[config.mk]
export PLATFORM = sky130hd
export DESIGN_NAME = sbbn_front
export DESIGN_NICKNAME = d
export VERILOG_FILES = /design/src/rtl/sbbn_pkg.sv /design/src/rtl/sbbn_front.sv
export SDC_FILE = /design/constraint.sdc
export NUM_CORES = 1
export LEC_CHECK = 0
export BUFFER_PORTS_ARGS = -buffer_cell sky130_fd_sc_hd__buf_2
export CAP_MARGIN = 20
export CORE_AREA = 2 2 105 107
export CTS_CLUSTER_SIZE = 8
export DETAILED_ROUTE_END_ITERATION = 10
export DIE_AREA = 0 0 107 109
export PLACE_DENSITY = 0.87
export SETUP_SLACK_MARGIN = 0.3
export SYNTH_ARGS = -nofsm -noshare
export SYNTH_HDL_FRONTEND = slang
export SYNTH_SLANG_ARGS = --single-unit
[constraint.sdc]
create_clock -name clk -period 3.07 [get_ports clk]
set_input_delay 0.614 -clock clk [delete_from_list [all_inputs] [get_ports clk]]
set_output_delay 0.614 -clock clk [all_outputs]
set_load 0.01 [all_outputs]
[src/rtl/sbbn_pkg.sv]
// Shared constants, payload types and helpers for the stroke bounding-box normalizer.
// No dependencies; every other file in rtl/ except sbbn_ram refers to this package by scoped names.
`default_nettype none

package sbbn_pkg;

	// Sizing
	localparam int MAX_POINTS = 64;   // points held per drawing, 2..64
	localparam int COORD_BITS = 16;   // coordinate bits kept, 8..32
	localparam int FIELD_BITS = 16;   // fixed width of the coordinate fields on the ports

	// The scaled range is 0..SCALE_TOP, so the quotient has QUO_BITS bits.
	// The divider retires two quotient bits a step, so QUO_BITS must be even.
	localparam int SCALE_TOP = 255;
	localparam int QUO_BITS  = 8;
	localparam int DIV_STEPS = QUO_BITS / 2;
	localparam int DIV_STEP_W = $clog2(DIV_STEPS);
	localparam int NUM_W = COORD_BITS + QUO_BITS;
	localparam int REM_W = COORD_BITS + 2;

	localparam int IDX_W = $clog2(MAX_POINTS);
	localparam int CNT_W = $clog2(MAX_POINTS + 1);

	// Two drawings in flight: one loading, one emitting.
	localparam int JOB_DEPTH  = 2;
	localparam int JOB_PTR_W  = $clog2(JOB_DEPTH);
	localparam int JOB_CNT_W  = $clog2(JOB_DEPTH + 1);
	localparam int RAM_DEPTH  = JOB_DEPTH << IDX_W;
	localparam int RAM_AW     = JOB_PTR_W + IDX_W;

	typedef logic [COORD_BITS-1:0] coord_t;
	typedef logic [FIELD_BITS-1:0] field_t;
	typedef logic [IDX_W-1:0]      idx_t;
	typedef logic [CNT_W-1:0]      cnt_t;
	typedef logic [JOB_PTR_W-1:0]  jptr_t;
	typedef logic [JOB_CNT_W-1:0]  jcnt_t;
	typedef logic [RAM_AW-1:0]     ram_addr_t;
	typedef logic [QUO_BITS-1:0]   quo_t;
	typedef logic [NUM_W-1:0]      num_t;
	typedef logic [REM_W-1:0]      rem_t;
	typedef logic [DIV_STEP_W-1:0] step_t;

	localparam cnt_t   CNT_MAX   = cnt_t'(MAX_POINTS);
	localparam cnt_t   CNT_ONE   = cnt_t'(1);
	localparam jcnt_t  JOB_FULL  = jcnt_t'(JOB_DEPTH);
	localparam coord_t COORD_ONES = {COORD_BITS{1'b1}};
	localparam coord_t COORD_ZERO = {COORD_BITS{1'b0}};

	typedef struct packed {
		field_t x_coord;
		field_t y_coord;
		logic   stroke_end;
		logic   drawing_end;
	} point_t;

	typedef struct packed {
		field_t norm_x;
		field_t norm_y;
		logic   stroke_last;
		logic   run_last;
		logic   overflowed;
	} result_t;

	// One stored point
	typedef struct packed {
		logic   stroke;
		coord_t x;
		coord_t y;
	} entry_t;

	localparam int ENTRY_W = $bits(entry_t);

	// Descriptor of a finished drawing handed from front to back
	typedef struct packed {
		cnt_t   count;
		coord_t min_x;
		coord_t max_x;
		coord_t min_y;
		coord_t max_y;
		logic   drop;
	} job_t;

	typedef enum logic [1:0] {
		BK_IDLE,
		BK_READ,
		BK_LOAD,
		BK_DIV
	} back_state_t;

	function automatic coord_t to_coord(input field_t f);
		logic [FIELD_BITS+COORD_BITS-1:0] wide;
		wide = {{COORD_BITS{1'b0}}, f};
		return wide[COORD_BITS-1:0];
	endfunction

	function automatic field_t to_field(input coord_t c);
		logic [FIELD_BITS+COORD_BITS-1:0] wide;
		wide = {{FIELD_BITS{1'b0}}, c};
		return wide[FIELD_BITS-1:0];
	endfunction

endpackage

`default_nettype wire

[src/rtl/sbbn_front.sv]
// Load side: takes points, writes them to the point RAM and tracks the bounding box.
// Depends on sbbn_pkg.
`default_nettype none

module sbbn_front (
	input  wire logic               clk,
	input  wire logic               arst_n,
	input  wire logic               push,
	input  wire sbbn_pkg::point_t   point,
	input  wire logic               job_full,
	input  wire sbbn_pkg::jptr_t    bank,
	output      logic               wr_en,
	output      sbbn_pkg::ram_addr_t wr_addr,
	output      sbbn_pkg::entry_t   wr_data,
	output      logic               job_push,
	output      sbbn_pkg::job_t     job
);

	sbbn_pkg::cnt_t   count_q;
	sbbn_pkg::coord_t min_x_q, max_x_q, min_y_q, max_y_q;
	logic             drop_q;

	logic             accept;
	logic             room;
	sbbn_pkg::coord_t x, y;
	sbbn_pkg::job_t   nxt;

	assign accept = push && !job_full;
	assign room   = (count_q != sbbn_pkg::CNT_MAX);
	assign x      = sbbn_pkg::to_coord(point.x_coord);
	assign y      = sbbn_pkg::to_coord(point.y_coord);

	// Bounds and count as they stand once this request is taken in
	always_comb begin
		nxt.count = count_q;
		nxt.min_x = min_x_q;
		nxt.max_x = max_x_q;
		nxt.min_y = min_y_q;
		nxt.max_y = max_y_q;
		nxt.drop  = drop_q;
		if (room) begin
			nxt.count = count_q + sbbn_pkg::CNT_ONE;
			if (x < min_x_q) nxt.min_x = x;
			if (x > max_x_q) nxt.max_x = x;
			if (y < min_y_q) nxt.min_y = y;
			if (y > max_y_q) nxt.max_y = y;
		end else begin
			nxt.drop = 1'b1;
		end
	end

	assign wr_en        = accept && room;
	assign wr_addr      = {bank, count_q[sbbn_pkg::IDX_W-1:0]};
	assign wr_data.stroke = point.stroke_end;
	assign wr_data.x    = x;
	assign wr_data.y    = y;
	assign job_push     = accept && point.drawing_end;
	assign job          = nxt;

	always_ff @(posedge clk or negedge arst_n) begin
		if (!arst_n) begin
			count_q <= '0;
			min_x_q <= sbbn_pkg::COORD_ONES;
			max_x_q <= sbbn_pkg::COORD_ZERO;
			min_y_q <= sbbn_pkg::COORD_ONES;
			max_y_q <= sbbn_pkg::COORD_ZERO;
			drop_q  <= 1'b0;
		end else if (accept) begin
			if (point.drawing_end) begin
				count_q <= '0;
				min_x_q <= sbbn_pkg::COORD_ONES;
				max_x_q <= sbbn_pkg::COORD_ZERO;
				min_y_q <= sbbn_pkg::COORD_ONES;
				max_y_q <= sbbn_pkg::COORD_ZERO;
				drop_q  <= 1'b0;
			end else begin
				count_q <= nxt.count;
				min_x_q <= nxt.min_x;
				max_x_q <= nxt.max_x;
				min_y_q <= nxt.min_y;
				max_y_q <= nxt.max_y;
				drop_q  <= nxt.drop;
			end
		end
	end

	a_count_bound: assert property (@(posedge clk) disable iff (!arst_n)
		count_q <= sbbn_pkg::CNT_MAX)
		else $error("front point count beyond buffer capacity");

endmodule

`default_nettype wire

Word level (Yosys, flattened, before mapping)
Cells that the tools add are included.

word-level totals
  output and inout bits = 114
  register bits = 72

cells by class
  equal/unequal tests = 1
  mux-type cells = 12
  reductions and logical operators = 4
  $lt $le $gt $ge = 4
  $add $sub $neg = 1

operators with widths
  operator                                                       count
  16-bit 2-to-1 mux                                              8
  71-bit 2-to-1 mux                                              1
  16-bit > comparator                                            2
  16-bit < comparator                                            2
  7-bit by 1-bit adder with 7-bit output, second input constant  1
  7-bit 2-to-1 mux                                               1
  7-bit inequality test, second input constant                   1
  1-bit logical AND                                              3
  1-bit 2-to-1 mux                                               2
  1-bit logical NOT                                              1

Longest topological paths before layout
Gate-level depths: netlist of the first run.

  depth after elaboration = 4
  mapped depth = 9

Worst setup path before layout of the first run
Ideal clock, no wire load.

  kind = input -> output
  from = in point[32] in the netlist's numbering
  to = out job[33] in the netlist's numbering
  required time = 2.456 ns
  slack = 0.155 ns
  path buffers = 1
  stages on the path = 7
  arrival time = 2.301 ns
  path through = ha_1 -> a21oi_1 -> nand2_1 -> a221o_1 -> o31a_2 -> clkbuf_1 -> o21ai_0

RTL lines
  element      line              RTL
  from (decl)  sbbn_front.sv:9   input wire sbbn_pkg::point_t point,
  to (decl)    sbbn_front.sv:16  output sbbn_pkg::job_t job

==> flow_summary.yaml, run 1 <==
run_status:
  run_status: "finished, violations left"
  failing_checks: "negative setup slack"
power:
  power_per_cell_area_mw_per_mm2: 517.9
  ir_drop_mv: 0.3384
  leakagePower_nw: 4.311
  fin_total_pwr_mw: 4.640
  sw_pwr_mw: 1.863
  pwr-share-clk_pct: 15.3
  netSwitchingFraction_pct: 40.14
  share_comb_of_total_power_pct: 58.7
  pwr-share-seq_pct: 26.0
  p_int_mw: 2.778
routing:
  drt-vias-per-instance: 6.313
  totalWireLength_um: 23080
  via_count: 5947
  drt_first_iter_violations: 551
  first_pass_iters: 5
  final_antenna_net_count: 0
  route.detailed.drc: 0
  routed_wire_length_per_instance_um: 24.50
global_route:
  gr-usage-all-layers_pct: 34.56
  wire_length_of_the_first_global_routing_pass_um: 31060
  grt_antenna_before_repair: 0
  grt_overflow_total: 0
  first_global_vias: 5874
  grt_max_degree: 38
critical_path:
  crit_path_max_fanout: 8
  critical_path_class: "reg -> out"
  crit_path_top_delay_cell: "sky130_fd_sc_hd__dfstp_2"
  startpoint_type: "register"
  crit_path_max_cell_delay_ns: 0.56
  timing.critical_path.arrival_ns: 2.81
  worstPathRequired_ns: 2.46
  end_kind: "output port"
  timing.critical_path.cells: "inv_2, ha_4, nand4_1, o31ai_4, a21oi_4, o211ai_4, buf_12, buf_16, mux2_4, buf_6"
worst_hold_path:
  min-delay-path-class: "in -> async"
cts:
  tritoncts.num_buffers: 9
  cts.reportedPaths.clkPinSlew_ns: 0.10
  htree_levels: 3
  holdBufCountCts: 0
  num_clock_sinks: 72
  clock_latency_ns: 0.38
  cts_tree: "built"
  clock-root-buffer: "sky130_fd_sc_hd__clkbuf_8"
  clock_path_buffers: 2
yosys:
  synth.ff_latch_count: 72
  yosysSeqAreaShare_pct: 32.86
  yosysWarnings: 0
  netlist_area_before_placement_mm2: 0.005604
  synthDominantCellAreaShare_pct: 17.86
  synth.avg_cell_area_um2: 9.919
  asyncSetResetFlopFracSynth_pct: 100.0
  syn_inst: 565
  synth_enable_flop_cells: 0
  synth.distinct_cells: 57
  synth_top_cell_by_area: "sky130_fd_sc_hd__dfrtp_1"
  synth.net_count: 668
  postSynth.topFlopCell: "sky130_fd_sc_hd__dfrtp_1"
  synthTopCellsByArea: "sky130_fd_sc_hd__dfrtp_1 18%, sky130_fd_sc_hd__dfstp_2 15%, sky130_fd_sc_hd__ha_1 14%, sky130_fd_sc_hd__buf_4 5.5%, sky130_fd_sc_hd__mux2_4 5.4%"
floorplanning:
  dieHeight_um: 109
  floorplan.die_area_mm2: 0.01166
  die_w_um: 107
  floorplan.io_pins: 153
  start_util_pct: 52.86
  core-area_mm2: 0.01060
  rows: 38
timing:
  fin_worst_hold_slack_ns: 0.3778
  minimum_clock_period_ns: 3.429
  worst_slew_margin_rel_pct: 39.15
  hold_viol: 0
  worst_clock_skew_ns: 0.02421
  timing.final.setup_violations: 65
  rsz_0062_raised_after_global_routing: "true"
  post-route-worst-setup-slack_ns: -0.3587
  max_freq_mhz: 291.7
  setup_total_negative_slack_ns: -17.17
  timing.final.crit_share_pct: 111.7
  maxSlewViolCount: 0
  worst-slew-pin-transition_ns: 0.9127
cells_and_area:
  flow.area_growth_from_synthesis_pct: 59.88
  finalNonFillerCells: 942
  post-route-cell-area_mm2: 0.008960
  layout.core_utilization_pct: 84.51
  fin_nets: 900
  fraction_of_final_layout_cells_with_drive_strength_greater_than_1_pct: 65.09
  num_antenna_cells: 0
  final.fill_count: 510
place:
  gp_congestion: 0.8863
  placement.io_buffers: 148
  place_worst_setup_slack_ns: -0.2512
  dp_hpwl_um: 11480
  post-place-cells: 861
  placed_area_mm2: 0.006912
flow_run:
  drv_cap: 0
==> cells in the final DEF (no fill, tap or decap), types with 29 or more instances in the layout <==
cell type / Yosys / layout
sky130_fd_sc_hd__buf_2: 5 / 103
sky130_fd_sc_hd__buf_4: 41 / 101
sky130_fd_sc_hd__buf_6: 4 / 52
sky130_fd_sc_hd__dfrtp_1: 40 / 40
sky130_fd_sc_hd__inv_1: 67 / 38
sky130_fd_sc_hd__mux2_4: 20 / 32
sky130_fd_sc_hd__o22a_1: 32 / 32
sky130_fd_sc_hd__ha_1: 64 / 32
sky130_fd_sc_hd__ha_4: 0 / 32
sky130_fd_sc_hd__dfstp_2: 32 / 32
sky130_fd_sc_hd__inv_2: 0 / 29
==> critical path: cells and delay by family, from the launching register on <==
| kind | cells | cell delay [ns] |
|---|---|---|
| mux | 1 | 0.31 |
| fa+ha+maj | 1 | 0.27 |
| buf+inv | 4 | 0.47 |
| simple gates | 1 | 0.20 |
| flops | 1 | 0.56 |
| compound gates | 3 | 0.64 |
==> logic make-up after synthesis <==
| kind of cell | share of synthesized area [%] |
|---|---|
| xor gates and xnor gates | 0.9377 |
| adders and majority gates | 14.29 |
| DFF | 32.86 |
| AOI/OAI and AO/OA | 23.13 |
| muxes | 7.770 |
| buffers and inverters | 11.88 |
| and+or+nand+nor | 9.132 |
==> cell usage after synthesis (10+ instances only) <==
library cell / n
sky130_fd_sc_hd__mux2_4: 20
sky130_fd_sc_hd__nand2_1: 51
sky130_fd_sc_hd__a21oi_1: 24
sky130_fd_sc_hd__ha_1: 64
sky130_fd_sc_hd__inv_1: 67
sky130_fd_sc_hd__a22o_1: 20
sky130_fd_sc_hd__mux2_2: 12
sky130_fd_sc_hd__buf_4: 41
sky130_fd_sc_hd__o21ai_0: 42
sky130_fd_sc_hd__o2bb2ai_1: 16
sky130_fd_sc_hd__o22a_1: 32
sky130_fd_sc_hd__dfstp_2: 32
sky130_fd_sc_hd__dfrtp_1: 40
sky130_fd_sc_hd__nor2_1: 10
==> final cells by class <==
type	count	area, um^2	area share (%)
clock buffer	12	145.1	1.620
clock inverter	4	20.02	0.2234
inverter	68	257.7	2.877
multi-input combinational	367	4148	46.29
sequential	72	1842	20.56
tap	140	175.2	1.955
timing repair buffer	279	2372	26.48
==> sequential cells by signal, indices dropped and copies added, names as in the netlist <==
register  flops
max_y_q      16
max_x_q      16
count_q       7
drop_q        1
min_y_q      16
min_x_q      16
==> final timing paths <==
path | from | endpoint | slack, ns | depth (start not counted)
worst min-delay path | arst_n | max_y_q[3] | 0.38 | 1
min in group clk | drop_q | drop_q | 0.52 | 2
worst min register to register | drop_q | drop_q | 0.52 | 2
worst max register to register | max_y_q[6] | max_y_q[14] | 0 | 15
worst max-delay path | min_y_q[7] | job[26] | -0.36 | 10
max in group asynchronous | arst_n | min_x_q[11] | 1.91 | 2
==> power by group through the flow <==
stage	combinational (mW)	sequential, mW	clock [mW]
floorplan	1.04	1.17	0
global placement	1.52	1.19	0
detailed placement	1.59	1.19	0
CTS	2.29	1.19	0.694
global route	2.83	1.21	0.753
finish	2.72	1.21	0.711
==> per-layer routing <==
metal	global-route usage (%)	share of wire, %	up-vias
met3	6.276	7.0	141
met1	37.71	34	2922
li1	-	-	2473
met5	0	0	-
met2	65.15	51	411
met4	15.49	7.1	0
==> what timing repair did <==
item	in CTS	in global routing
pin swaps	38	22
setup endpoints to repair	64	86
gates resized for setup	180	58
buffers inserted	38	18
cloned	8	1
No activity file was read; power rests on OpenSTA's default activity.
==> run 2, diff against run 1 <==
--- a/config.mk
+++ b/config.mk
@@ -5,12 +5,13 @@
 export SDC_FILE = /design/constraint.sdc
 export NUM_CORES = 1
 export LEC_CHECK = 0
+export ABC_AREA = 1
 export BUFFER_PORTS_ARGS = -buffer_cell sky130_fd_sc_hd__buf_2
 export CAP_MARGIN = 20
-export CORE_AREA = 2 2 105 107
+export CORE_AREA = 2 2 110 112
 export CTS_CLUSTER_SIZE = 8
 export DETAILED_ROUTE_END_ITERATION = 10
-export DIE_AREA = 0 0 107 109
+export DIE_AREA = 0 0 112 114
 export PLACE_DENSITY = 0.87
 export SETUP_SLACK_MARGIN = 0.3
 export SYNTH_ARGS = -nofsm -noshare
==> run 2 against run 1 <==
  * The flow still finishes with violations (negative setup slack)
  * Power grew 64%
  * Non-clock buffer count up 34
  * Clock skew is 0.014 ns lower
  * Synthesized cell count rose by 61%
  * Sequential power grew 14%
  * Combinational power grew 90%
  * Routed wire length is 47% higher
  * Worst setup slack better by 0.21 ns
  * Register-to-register slack worse by 0.03 ns
  * Critical endpoint is now job[54]
  * Largest power group unchanged
  * Highest routed layer unchanged
==> flow_summary.yaml, run 2 <==
run_status:
  run_status: "finished, violations left"
  failing_checks: "negative setup slack"
critical_path:
  critical_path_class: "reg -> out"
  worstPathRequired_ns: 2.46
  crit-reg2reg-launch: "max_x_q[12]"
  end_kind: "output port"
  timing.critical_path.arrival_ns: 2.61
  worst_setup_sp: "min_x_q[3]"
  startpoint_type: "register"
  crit_path_max_fanout: 8
routing:
  routed_wire_length_per_instance_um: 25.69
  via_count: 8532
  route.detailed.drc: 0
  drt_first_iter_violations: 1081
  totalWireLength_um: 33970
  first_pass_iters: 7
  final_antenna_net_count: 0
  drt-vias-per-instance: 6.454
cts:
  clock-root-buffer: "sky130_fd_sc_hd__clkbuf_16"
  cts_tree: "built"
  clock_latency_ns: 0.37
  cts.reportedPaths.clkPinSlew_ns: 0.06
  num_clock_sinks: 72
  holdBufCountCts: 0
  htree_levels: 3
  clock_path_buffers: 2
  tritoncts.num_buffers: 9
power:
  sw_pwr_mw: 3.406
  leakagePower_nw: 5.666
  power_per_cell_area_mw_per_mm2: 708.4
  p_int_mw: 4.207
  pwr-share-clk_pct: 13.9
  fin_total_pwr_mw: 7.613
  pwr-share-seq_pct: 18.2
  netSwitchingFraction_pct: 44.74
  ir_drop_mv: 0.6041
  share_comb_of_total_power_pct: 67.9
yosys:
  syn_inst: 909
  synth_top_cell_by_area: "sky130_fd_sc_hd__nand2_1"
  synthDominantCellAreaShare_pct: 17.43
  synth.ff_latch_count: 72
  synth_enable_flop_cells: 0
  synth.distinct_cells: 35
  synth.net_count: 1012
  yosys.cell_count.top_type: "sky130_fd_sc_hd__nand2_1"
  netlist_area_before_placement_mm2: 0.006290
  synth.avg_cell_area_um2: 6.919
  postSynth.topFlopCell: "sky130_fd_sc_hd__dfrtp_1"
  yosysSeqAreaShare_pct: 29.28
  synthTopCellsByArea: "sky130_fd_sc_hd__nand2_1 17%, sky130_fd_sc_hd__dfrtp_1 16%, sky130_fd_sc_hd__dfstp_2 13%, sky130_fd_sc_hd__ha_1 13%, sky130_fd_sc_hd__nand3_1 9.4%"
  asyncSetResetFlopFracSynth_pct: 100.0
  yosysWarnings: 0
  synth.cells.most_frequent: "292 x sky130_fd_sc_hd__nand2_1, 151 x sky130_fd_sc_hd__inv_1, 118 x sky130_fd_sc_hd__nand3_1"
timing:
  worst_slew_margin_rel_pct: 30.38
  timing.final.setup_violations: 55
  post-route-worst-setup-slack_ns: -0.1523
  timing.final.crit_share_pct: 105.0
  setup_total_negative_slack_ns: -3.606
  minimum_clock_period_ns: 3.222
  worst-slew-pin-transition_ns: 1.044
  maxSlewViolCount: 0
  worst_clock_skew_ns: 0.01013
  rsz_0062_raised_after_global_routing: "true"
  max_freq_mhz: 310.3
  hold_viol: 0
cells_and_area:
  flow.area_growth_from_synthesis_pct: 70.86
  post-route-cell-area_mm2: 0.01075
  layout.cells.most_common_list: "210 x sky130_fd_sc_hd__nand2_1, 112 x sky130_fd_sc_hd__inv_1, 111 x sky130_fd_sc_hd__buf_6"
  mostFrequentLayoutCell: "sky130_fd_sc_hd__nand2_1"
  fin_nets: 1273
  fraction_of_final_layout_cells_with_drive_strength_greater_than_1_pct: 54.43
worst_hold_path:
  hold_path_startpoint: "max_y_q[3]"
  min-delay-path-class: "reg -> reg"
place:
  dp_hpwl_um: 11360
  placement.io_buffers: 148
  placed_area_mm2: 0.006925
  gp_congestion: 0.8443
floorplanning:
  floorplan.io_pins: 153
  dieHeight_um: 114
  floorplan.die_area_mm2: 0.01277
  core-area_mm2: 0.01171
  rows: 40
  start_util_pct: 53.71
  die_w_um: 112
global_route:
  grt_overflow_total: 0
  first_global_vias: 7500
  wire_length_of_the_first_global_routing_pass_um: 37650
  grt_max_degree: 73
  gr-usage-all-layers_pct: 37.51
  grt_antenna_before_repair: 1
flow_run:
  drv_cap: 0
## run 2: per-stage QoR
stage / utilization (%) / hold slack (ns) / worst slack [ns] / std cells
after floorplan: - / 0.3184 / 0.4865 / 909
after global placement: 59.13 / 0.4619 / 0.05038 / 1157
after detailed placement: 59.13 / 0.4652 / 0.05501 / 1157
after CTS: 79.42 / 0.4801 / 0.1705 / 1277
after global routing: 91.76 / 0.5075 / -0.1717 / 1322
final: 91.76 / 0.5072 / -0.1523 / 1322
## run 2: logic make-up (layout without fill, tap and decap cells)
group                      after synthesis  count (layout)  share of synthesized area (%)
buffers and inverters                  220             481                          16.43
other                                    0               1                              0
xor gates and xnor gates                 2               2                         0.2785
and+or+nand+nor                        503             507                          36.80
DFF                                     72              72                          29.28
adders and majority gates               64              64                          12.73
AOI/OAI and AO/OA                       48              48                          4.476
## run 2: power groups by stage
stage | clock [mW] | sequential [mW] | combinational, mW
2_1_floorplan | 0 | 1.30 | 1.59
3_3_place_gp | 0 | 1.31 | 2.22
3_5_place_dp | 0 | 1.32 | 2.28
4_1_cts | 0.999 | 1.33 | 3.53
5_1_grt | 1.09 | 1.39 | 5.32
6_report | 1.06 | 1.38 | 5.17
## run 2: area by class of cell
cell class              instances  area, um^2
repair buffers                313        2796
diodes                          1       2.502
well taps                     147       183.9
inverters                     153       576.8
flip-flops and latches         72        1843
fillers                       390       964.7
clock buffers                  15       267.8
multi-input cells             621        5076
## run 2: worst paths after layout
kind                                     to  slack (ns)  cells past startpoint
worst max-delay path                job[54]       -0.15                     13
worst min-delay path             max_y_q[3]        0.51                      2
worst max register to register  max_x_q[11]       -0.03                     20
worst min register to register   max_y_q[3]        0.51                      2
max in group asynchronous        count_q[0]        1.83                      2
min in group asynchronous        max_x_q[4]        0.52                      2
## run 2: per-layer routing
metal  up-vias  part of all wire [%]  track usage, %
met5         -                     0               0
met4         0                    11           25.61
met3       367                    11           5.526
met2       887                    47           67.52
met1      3936                    31           40.91
li1       3342                     -               -
## run 2: critical path, cell delays in order, from the launching register on
cell and delay, ns:
sky130_fd_sc_hd__dfstp_2 0.55, sky130_fd_sc_hd__inv_1 0.06, sky130_fd_sc_hd__ha_1 0.31, sky130_fd_sc_hd__nand2_1 0.10, sky130_fd_sc_hd__inv_1 0.07, sky130_fd_sc_hd__nand2_1 0.12
sky130_fd_sc_hd__nand2_1 0.08, sky130_fd_sc_hd__nand2_1 0.11, sky130_fd_sc_hd__nand2_2 0.12, sky130_fd_sc_hd__nand2_8 0.16, sky130_fd_sc_hd__buf_12 0.20, sky130_fd_sc_hd__nand3_4 0.10
sky130_fd_sc_hd__nand2_2 0.12, sky130_fd_sc_hd__buf_6 0.12
## run 2: what timing repair did
action                                  CTS  global route
setup buffers                            95            43
endpoints found under the setup margin   64            70
pin swaps                                99            95
gates resized for setup                 260           240
gates cloned                             10             1
